<file path="src/hdl/skl_pkg.sv">
`default_nettype none
package skl_pkg;

  // Number of key cells in the chain
  localparam int unsigned CAPACITY = 16;
  localparam int unsigned CNT_W    = $clog2(CAPACITY + 1);
  localparam int unsigned KEY_W    = 32;

  // Command codes
  localparam logic [1:0] CMD_INSERT = 2'd0;
  localparam logic [1:0] CMD_REMOVE = 2'd1;
  localparam logic [1:0] CMD_SEARCH = 2'd2;
  localparam logic [1:0] CMD_SPARE  = 2'd3;

  // Status codes
  localparam logic [2:0] ST_INSERTED  = 3'd0;
  localparam logic [2:0] ST_REMOVED   = 3'd1;
  localparam logic [2:0] ST_FOUND     = 3'd2;
  localparam logic [2:0] ST_NOT_FOUND = 3'd3;
  localparam logic [2:0] ST_EMPTY     = 3'd4;
  localparam logic [2:0] ST_FULL      = 3'd5;

  // Broadcast control from the sequencer to every cell
  typedef struct packed {
    logic                    cmp;      // capture compare flags against key
    logic                    ins;      // open a slot and write key
    logic                    rem;      // close the slot of the matching key
    logic signed [KEY_W-1:0] key;
  } ctrl_t;

endpackage
`default_nettype wire

</file>
<file path="src/hdl/skl_cell.sv">
`default_nettype none
module skl_cell
  import skl_pkg::*;
(
  input  wire logic                    clk_i,
  input  wire ctrl_t                   ctrl_i,
  input  wire logic                    occ_i,
  input  wire logic                    ge_left_i,
  input  wire logic signed [KEY_W-1:0] key_left_i,
  input  wire logic signed [KEY_W-1:0] key_right_i,
  output logic                         ge_o,
  output logic                         hit_o,
  output logic signed [KEY_W-1:0]      key_o
);

  logic signed [KEY_W-1:0] key_q, key_d;
  logic                    ge_q, ge_d;
  logic                    eq_q, eq_d;
  logic                    ge_left_q, ge_left_d;

  // Compare phase: an empty cell counts as greater or equal
  always_comb begin
    ge_d      = ge_q;
    eq_d      = eq_q;
    ge_left_d = ge_left_q;
    if (ctrl_i.cmp) begin
      ge_d      = !occ_i || (key_q >= ctrl_i.key);
      eq_d      = occ_i && (key_q == ctrl_i.key);
      ge_left_d = ge_left_i;
    end
  end

  // Update phase: shift right on insert, shift left on remove
  always_comb begin
    key_d = key_q;
    if (ctrl_i.ins) begin
      if (ge_left_q) begin
        key_d = key_left_i;
      end else if (ge_q) begin
        key_d = ctrl_i.key;
      end
    end else if (ctrl_i.rem && ge_q) begin
      key_d = key_right_i;
    end
  end

  always_ff @(posedge clk_i) begin
    key_q     <= key_d;
    ge_q      <= ge_d;
    eq_q      <= eq_d;
    ge_left_q <= ge_left_d;
  end

  // This cell is the lower bound and holds the key
  assign hit_o = ge_q && !ge_left_q && eq_q;
  assign ge_o  = ge_d;
  assign key_o = key_q;

endmodule
`default_nettype wire

</file>
<file path="src/hdl/sorted_key_list.sv">
// sorted_key_list: ascending multiset of signed keys in a chain of cells.
// Accept moves the sequencer to S_EXEC, which loads the output register. No new
// item is taken before S_EXEC ends or while the output stalls; cells compare,
// then shift. The count update at the end of an item gates the next compare.
// Reset (rst_ni low, async): list empty, no result pending; keys not cleared.
`default_nettype none
module sorted_key_list
  import skl_pkg::*;
(
  input  wire logic                    clk_i,
  input  wire logic                    rst_ni,
  input  wire logic                    in_valid_i,
  output logic                         in_stall_o,
  input  wire logic [1:0]              command_i,
  input  wire logic signed [KEY_W-1:0] key_i,
  output logic                         out_valid_o,
  input  wire logic                    out_stall_i,
  output logic [2:0]                   status_o,
  output logic [4:0]                   entry_count_o
);

  typedef enum logic [1:0] {
    S_IDLE = 2'b01,
    S_EXEC = 2'b10
  } state_e;

  state_e                  state_q, state_d;
  logic [CNT_W-1:0]        count_q, count_d;
  logic [1:0]              cmd_q;
  logic signed [KEY_W-1:0] key_q;
  logic                    out_valid_q, out_valid_d;
  logic [2:0]              status_q, status_d;
  logic [4:0]              entry_q, entry_d;
  logic [CNT_W+4:0]        count_ext;

  logic                    accept;
  logic                    hit_any;
  logic                    full;
  logic                    empty;
  logic                    do_ins, do_rem;
  ctrl_t                   ctrl;

  logic [CAPACITY-1:0]     ge;
  logic [CAPACITY-1:0]     hit;
  logic [CAPACITY-1:0]     occ;
  logic signed [KEY_W-1:0] keys [CAPACITY];

  assign in_stall_o = (state_q != S_IDLE) || (out_valid_q && out_stall_i);
  assign accept     = in_valid_i && !in_stall_o;
  assign full       = (count_q == CNT_W'(CAPACITY));
  assign empty      = (count_q == '0);
  assign hit_any    = |hit;

  // Command decode for the update phase
  always_comb begin
    do_ins   = 1'b0;
    do_rem   = 1'b0;
    status_d = status_q;
    unique case (cmd_q)
      CMD_INSERT: begin
        status_d = full ? ST_FULL : ST_INSERTED;
        do_ins   = !full;
      end
      CMD_REMOVE: begin
        if (empty) begin
          status_d = ST_EMPTY;
        end else if (hit_any) begin
          status_d = ST_REMOVED;
          do_rem   = 1'b1;
        end else begin
          status_d = ST_NOT_FOUND;
        end
      end
      CMD_SEARCH, CMD_SPARE: begin
        if (empty) begin
          status_d = ST_EMPTY;
        end else begin
          status_d = hit_any ? ST_FOUND : ST_NOT_FOUND;
        end
      end
      default: status_d = ST_NOT_FOUND;
    endcase
  end

  // Broadcast control
  always_comb begin
    ctrl.cmp = accept;
    ctrl.ins = (state_q == S_EXEC) && do_ins;
    ctrl.rem = (state_q == S_EXEC) && do_rem;
    ctrl.key = (state_q == S_EXEC) ? key_q : key_i;
  end

  // Sequencer, count and output register
  always_comb begin
    state_d     = state_q;
    count_d     = count_q;
    out_valid_d = out_valid_q && out_stall_i;
    entry_d     = entry_q;
    count_ext   = '0;
    unique case (state_q)
      S_IDLE: begin
        if (accept) begin
          state_d = S_EXEC;
        end
      end
      S_EXEC: begin
        if (do_ins) begin
          count_d = count_q + CNT_W'(1);
        end else if (do_rem) begin
          count_d = count_q - CNT_W'(1);
        end
        count_ext   = {5'b0, count_d};
        entry_d     = count_ext[4:0];
        out_valid_d = 1'b1;
        state_d     = S_IDLE;
      end
      default: state_d = S_IDLE;
    endcase
  end

  always_ff @(posedge clk_i or negedge rst_ni) begin
    if (!rst_ni) begin
      state_q     <= S_IDLE;
      count_q     <= '0;
      out_valid_q <= 1'b0;
    end else begin
      state_q     <= state_d;
      count_q     <= count_d;
      out_valid_q <= out_valid_d;
    end
  end

  // Payload registers
  always_ff @(posedge clk_i) begin
    if (accept) begin
      cmd_q <= command_i;
      key_q <= key_i;
    end
    if (state_q == S_EXEC) begin
      status_q <= status_d;
      entry_q  <= entry_d;
    end
  end

  // Cell chain
  for (genvar i = 0; i < CAPACITY; i++) begin : g_cell
    logic                    ge_left;
    logic signed [KEY_W-1:0] key_left;
    logic signed [KEY_W-1:0] key_right;

    assign occ[i] = (CNT_W'(i) < count_q);

    if (i == 0) begin : g_first
      assign ge_left  = 1'b0;
      assign key_left = key_q;
    end else begin : g_mid
      assign ge_left  = ge[i-1];
      assign key_left = keys[i-1];
    end

    if (i == CAPACITY - 1) begin : g_last
      assign key_right = keys[i];
    end else begin : g_inner
      assign key_right = keys[i+1];
    end

    skl_cell u_cell (
      .clk_i       (clk_i),
      .ctrl_i      (ctrl),
      .occ_i       (occ[i]),
      .ge_left_i   (ge_left),
      .key_left_i  (key_left),
      .key_right_i (key_right),
      .ge_o        (ge[i]),
      .hit_o       (hit[i]),
      .key_o       (keys[i])
    );
  end

  assign out_valid_o   = out_valid_q;
  assign status_o      = status_q;
  assign entry_count_o = entry_q;

  // A result appears only at the end of an update phase
  a_result_from_exec: assert property (@(posedge clk_i) disable iff (!rst_ni)
    $rose(out_valid_q) |-> $past(state_q == S_EXEC))
    else $error("result without update phase");

  // Count stays within capacity
  a_count_bound: assert property (@(posedge clk_i) disable iff (!rst_ni)
    count_q <= CNT_W'(CAPACITY))
    else $error("count beyond capacity");

  // An accepted item is followed by its update phase
  a_accept_exec: assert property (@(posedge clk_i) disable iff (!rst_ni)
    accept |=> (state_q == S_EXEC))
    else $error("no update phase after accept");

  // At most one cell claims the lower-bound match
  a_single_hit: assert property (@(posedge clk_i) disable iff (!rst_ni)
    (state_q == S_EXEC) |-> $onehot0(hit))
    else $error("more than one matching cell");

endmodule
`default_nettype wire
</file>
<file path="config.mk">
export PLATFORM = sky130hd
export DESIGN_NAME = sorted_key_list
export DESIGN_NICKNAME = d
export VERILOG_FILES = /design/src/hdl/skl_pkg.sv /design/src/hdl/skl_cell.sv /design/src/hdl/sorted_key_list.sv
export SDC_FILE = /design/constraint.sdc
export NUM_CORES = 2
export LEC_CHECK = 0
export ABC_AREA = 1
export ABC_CLOCK_PERIOD_IN_PS = 4200
export BUFFER_PORTS_ARGS = -buffer_cell sky130_fd_sc_hd__buf_2
export CORE_MARGIN = 2
export CORE_UTILIZATION = 65
export CTS_BUF_LIST = sky130_fd_sc_hd__clkbuf_8
export CTS_CLUSTER_SIZE = 25
export DETAILED_ROUTE_END_ITERATION = 8
export MAX_ROUTING_LAYER = met4
export PLACE_DENSITY = 0.82
export SLEW_MARGIN = 20
export SYNTH_ARGS = -nofsm -noshare
export SYNTH_HDL_FRONTEND = slang
export SYNTH_SLANG_ARGS = --single-unit
</file>
<file path="constraint.sdc">
create_clock -name clk_i -period 4.2 [get_ports clk_i]
set_input_delay 0.21 -clock clk_i [delete_from_list [all_inputs] [get_ports clk_i]]
set_output_delay 0.21 -clock clk_i [all_outputs]
set_load 0.05 [all_outputs]
</file>
==> impl_metrics.tcl <==
set metrics [dict create \
    outcome "finished, final reports clean" \
    numCtsBuffers 107 \
    mostFrequentLayoutCells "nand2_1, edfxtp_1, o21ai_0" \
    min_period_over_period_pct 88.45 \
    worstHoldPathType "input port to flip-flop" \
    pin_count 48 \
    port_buffers 47 \
    cp-start-kind "flip-flop" \
    die-area_mm2 0.06670 \
    p_seq_share_pct 44.3 \
    async_flop_share_pct 1.314 \
    rsz0062_at_grt "false" \
    synth_top_flop_cell "edfxtp_1" \
    critical_path_class "flip-flop to flip-flop" \
    cp_cell_sequence "inv_2 -> nand2_4 -> buf_12 -> mux2i_4 -> buf_4 -> ha_1 -> a21oi_1 -> o21a_1 -> o21ai_0 -> a21oi_1 -> nand3_1 -> nand2_1 -> nand3_1 -> nand2_1 -> inv_1" \
    grt_usage_pct 34.42 \
    wl_per_cell_um 18.15 \
    cts_setup_buffers 0 \
    slew_headroom_pct 24.54 \
    stdcell_count 6172 \
    cts-root-buf "clkbuf_8" \
    place_area_mm2 0.04374 \
    via_per_inst 5.914 \
    clk_latency_ps 730 \
    core_mm2 0.06423 \
    max_stage_delay_ps 700 \
    arrival_ps 4190 \
    worst_pin_slew_ps 1132 \
    overflow 0 \
    tns_ps 0 \
    power_density_mw_per_mm2 355.1 \
    num_rows 93 \
    clock_path_buffers 3 \
    drt_iter0_drc 4149 \
    maxSlewViolCount 0 \
    synth_seq_cells 609 \
    cts_sinks 609 \
    grt_pass1_wl_um 180900 \
    layout-drive-gt1-share_pct 7.111 \
    die_w_um 258.3 \
    final_common_cell "nand2_1" \
    finish.utilization_pct 71.92 \
    p_total_mw 16.40 \
    p_leak_nw 20.99 \
    fin_skew_ps 25.84 \
    synthesis.instances 5165 \
    ir_worst_vdd_mv 0.2996 \
    cp-end-kind "flip-flop" \
    first_global_vias 35110 \
    syn_nets 5702 \
    detail-route-antenna-nets 0 \
    finalSetupViolations 0 \
    synth_edf_count 586 \
    syn_to_final_growth_pct 9.943 \
    cp_slowest_cell "mux2i_4" \
    p_int_mw 11.00 \
    dieHeight_um 258.3 \
    antenna_found_initial 1 \
    switchingPower_mw 5.406 \
    postSynthAreaPerCell_um2 8.135 \
    hpwl_um 78670 \
    nets 5761 \
    tritoncts "built" \
    gp_congestion 0.9435 \
    wl_um 112000 \
    drc 0 \
    htreeDepth 3 \
    hold_violations 0 \
    cts.clk_slew.worst_paths_ps 70 \
    ys_warn_count 0 \
    fillCellCount 4916 \
    timing.fmax_mhz 269.2 \
    required_ps 4680 \
    drtPass1Iterations 6 \
    stdcell_area_mm2 0.04620 \
    clock_power_share_pct 32.8 \
    synth_cell_types 51 \
    start_util_pct 65.42 \
    path_max_fanout 17 \
    power_frac_comb_pct 22.9 \
    synthesis.area_mm2 0.04202 \
    vias 36500 \
    switching_share_pct 32.95 \
    max_cap_viol_count 0 \
    grt_max_degree 225 \
    post-place-cells 5931 \
    period_minus_slack_ps 3715 \
    synth_seq_area_share_pct 43.07 \
]
==> per-stage QoR <==
step                hold WS, ps  worst slack (ps)
finish                    196.9             485.2
global route              196.0             289.6
global placement          93.39             612.9
CTS                       170.1             576.2
floorplan                -85.59             545.5
detailed placement        91.92             569.7
==> worst paths after layout <==
path / to / cells past startpoint / slack [ps] / startpoint
min in group asynchronous: state_q[0] / 3 / 560 / rst_ni
max: g_cell[8].u_cell.ge_left_q / 15 / 490 / state_q[0]
max reg2reg: g_cell[8].u_cell.ge_left_q / 15 / 490 / state_q[0]
max in group asynchronous: count_q[0] / 4 / 2710 / rst_ni
min: cmd_q[0] / 2 / 200 / command_i[0]
min reg2reg: g_cell[14].u_cell.key_o[29] / 2 / 550 / g_cell[15].u_cell.key_o[29]
==> area by class of cell <==
cell class / count / area [um2] / share of cell area, %
clock inverter: 80 / 395.4 / 0.8559
antenna: 1 / 2.502 / 0.005417
timing repair buffer: 206 / 1702 / 3.683
tap: 855 / 1070 / 2.316
inverter: 213 / 808.3 / 1.750
multi-input combinational: 4087 / 22460 / 48.61
clock buffer: 121 / 1665 / 3.605
sequential: 609 / 18100 / 39.18
==> flip-flops by register name (all words and copies together) (netlist names) <==
register	count
g_cell.u_cell.eq_q	16
count_q	5
g_cell.u_cell.ge_left_q	15
g_cell.u_cell.ge_q	16
g_cell.key_left	32
status_o	3
g_cell.u_cell.key_o	512
state_q	2
out_valid_o	1
cmd_q	2
entry_count_o	5
==> worst max-delay path, delay by kind of cell, from the launching register on <==
family / cells / cell delay [ps]
AOI/OAI and AO/OA: 4 / 840
adders and majority gates: 1 / 230
buffers and inverters: 4 / 620
DFF: 1 / 520
muxes: 1 / 700
and+or+nand+nor: 5 / 510
==> power groups by stage <==
stage | sequential (mW) | combinational [mW] | clock [mW]
final | 7.27 | 3.76 | 5.38
after global routing | 7.29 | 4.20 | 5.67
after CTS | 7.26 | 3.68 | 5.42
after detailed placement | 7.38 | 3.62 | 0
after global placement | 7.37 | 3.49 | 0
after floorplan | 7.31 | 2.46 | 0
==> cell usage after synthesis (2+ instances only) <==
| cell | instances | area share [%] |
|---|---|---|
| buf_6 | 2 | 0.054 |
| nor3b_1 | 8 | 0.14 |
| o21ai_0 | 581 | 6.9 |
| a21oi_2 | 2 | 0.042 |
| nand2_4 | 3 | 0.080 |
| clkbuf_1 | 108 | 0.96 |
| nor4_1 | 21 | 0.31 |
| o21ai_1 | 21 | 0.25 |
| nor3_1 | 42 | 0.50 |
| dfxtp_1 | 15 | 0.71 |
| o21a_1 | 15 | 0.27 |
| nand3b_1 | 11 | 0.20 |
| a211oi_1 | 14 | 0.25 |
| a22oi_1 | 29 | 0.52 |
| buf_1 | 38 | 0.34 |
| nand2_2 | 3 | 0.045 |
| nor2_1 | 151 | 1.3 |
| dfrtp_1 | 7 | 0.42 |
| and3_1 | 4 | 0.060 |
| buf_4 | 38 | 0.68 |
| and2_1 | 5 | 0.074 |
| nand3_1 | 96 | 1.1 |
| a31oi_1 | 9 | 0.13 |
| o211ai_1 | 19 | 0.34 |
| mux2i_1 | 30 | 0.71 |
| edfxtp_1 | 586 | 42 |
| inv_2 | 3 | 0.027 |
| a31o_2 | 4 | 0.083 |
| o21bai_1 | 14 | 0.25 |
| nand2_1 | 2191 | 20 |
| or2_2 | 4 | 0.060 |
| o211a_1 | 2 | 0.048 |
| ha_1 | 499 | 15 |
| xor2_1 | 2 | 0.042 |
| a21oi_1 | 244 | 2.9 |
| nand4_1 | 53 | 0.79 |
| inv_1 | 209 | 1.9 |
| buf_2 | 69 | 0.82 |
==> layer usage <==
| layer | GRT usage, % | share of wire [%] | vias to the layer above |
|---|---|---|---|
| met5 | - | 0 | - |
| met4 | 16.44 | 5.0 | 0 |
| met3 | 4.079 | 7.6 | 307 |
| met2 | 53.43 | 46 | 1685 |
| met1 | 45.31 | 42 | 16710 |
| li1 | - | - | 17800 |
==> kinds of logic after synthesis <==
group | share of synthesized area, %
fa+ha+maj | 14.86
simple gates | 24.43
mux | 0.7147
buf+inv | 4.773
flops | 43.07
xor+xnor | 0.04170
compound gates | 12.11
==> repair_timing <==
item / in CTS / in global routing
setup endpoints to repair: 0 / 0
endpoints found under the hold margin: 45 / 0
gates resized for setup: 0 / 0
hold buffers: 39 / 0
Note: power is estimated with default switching activity, not from simulation.
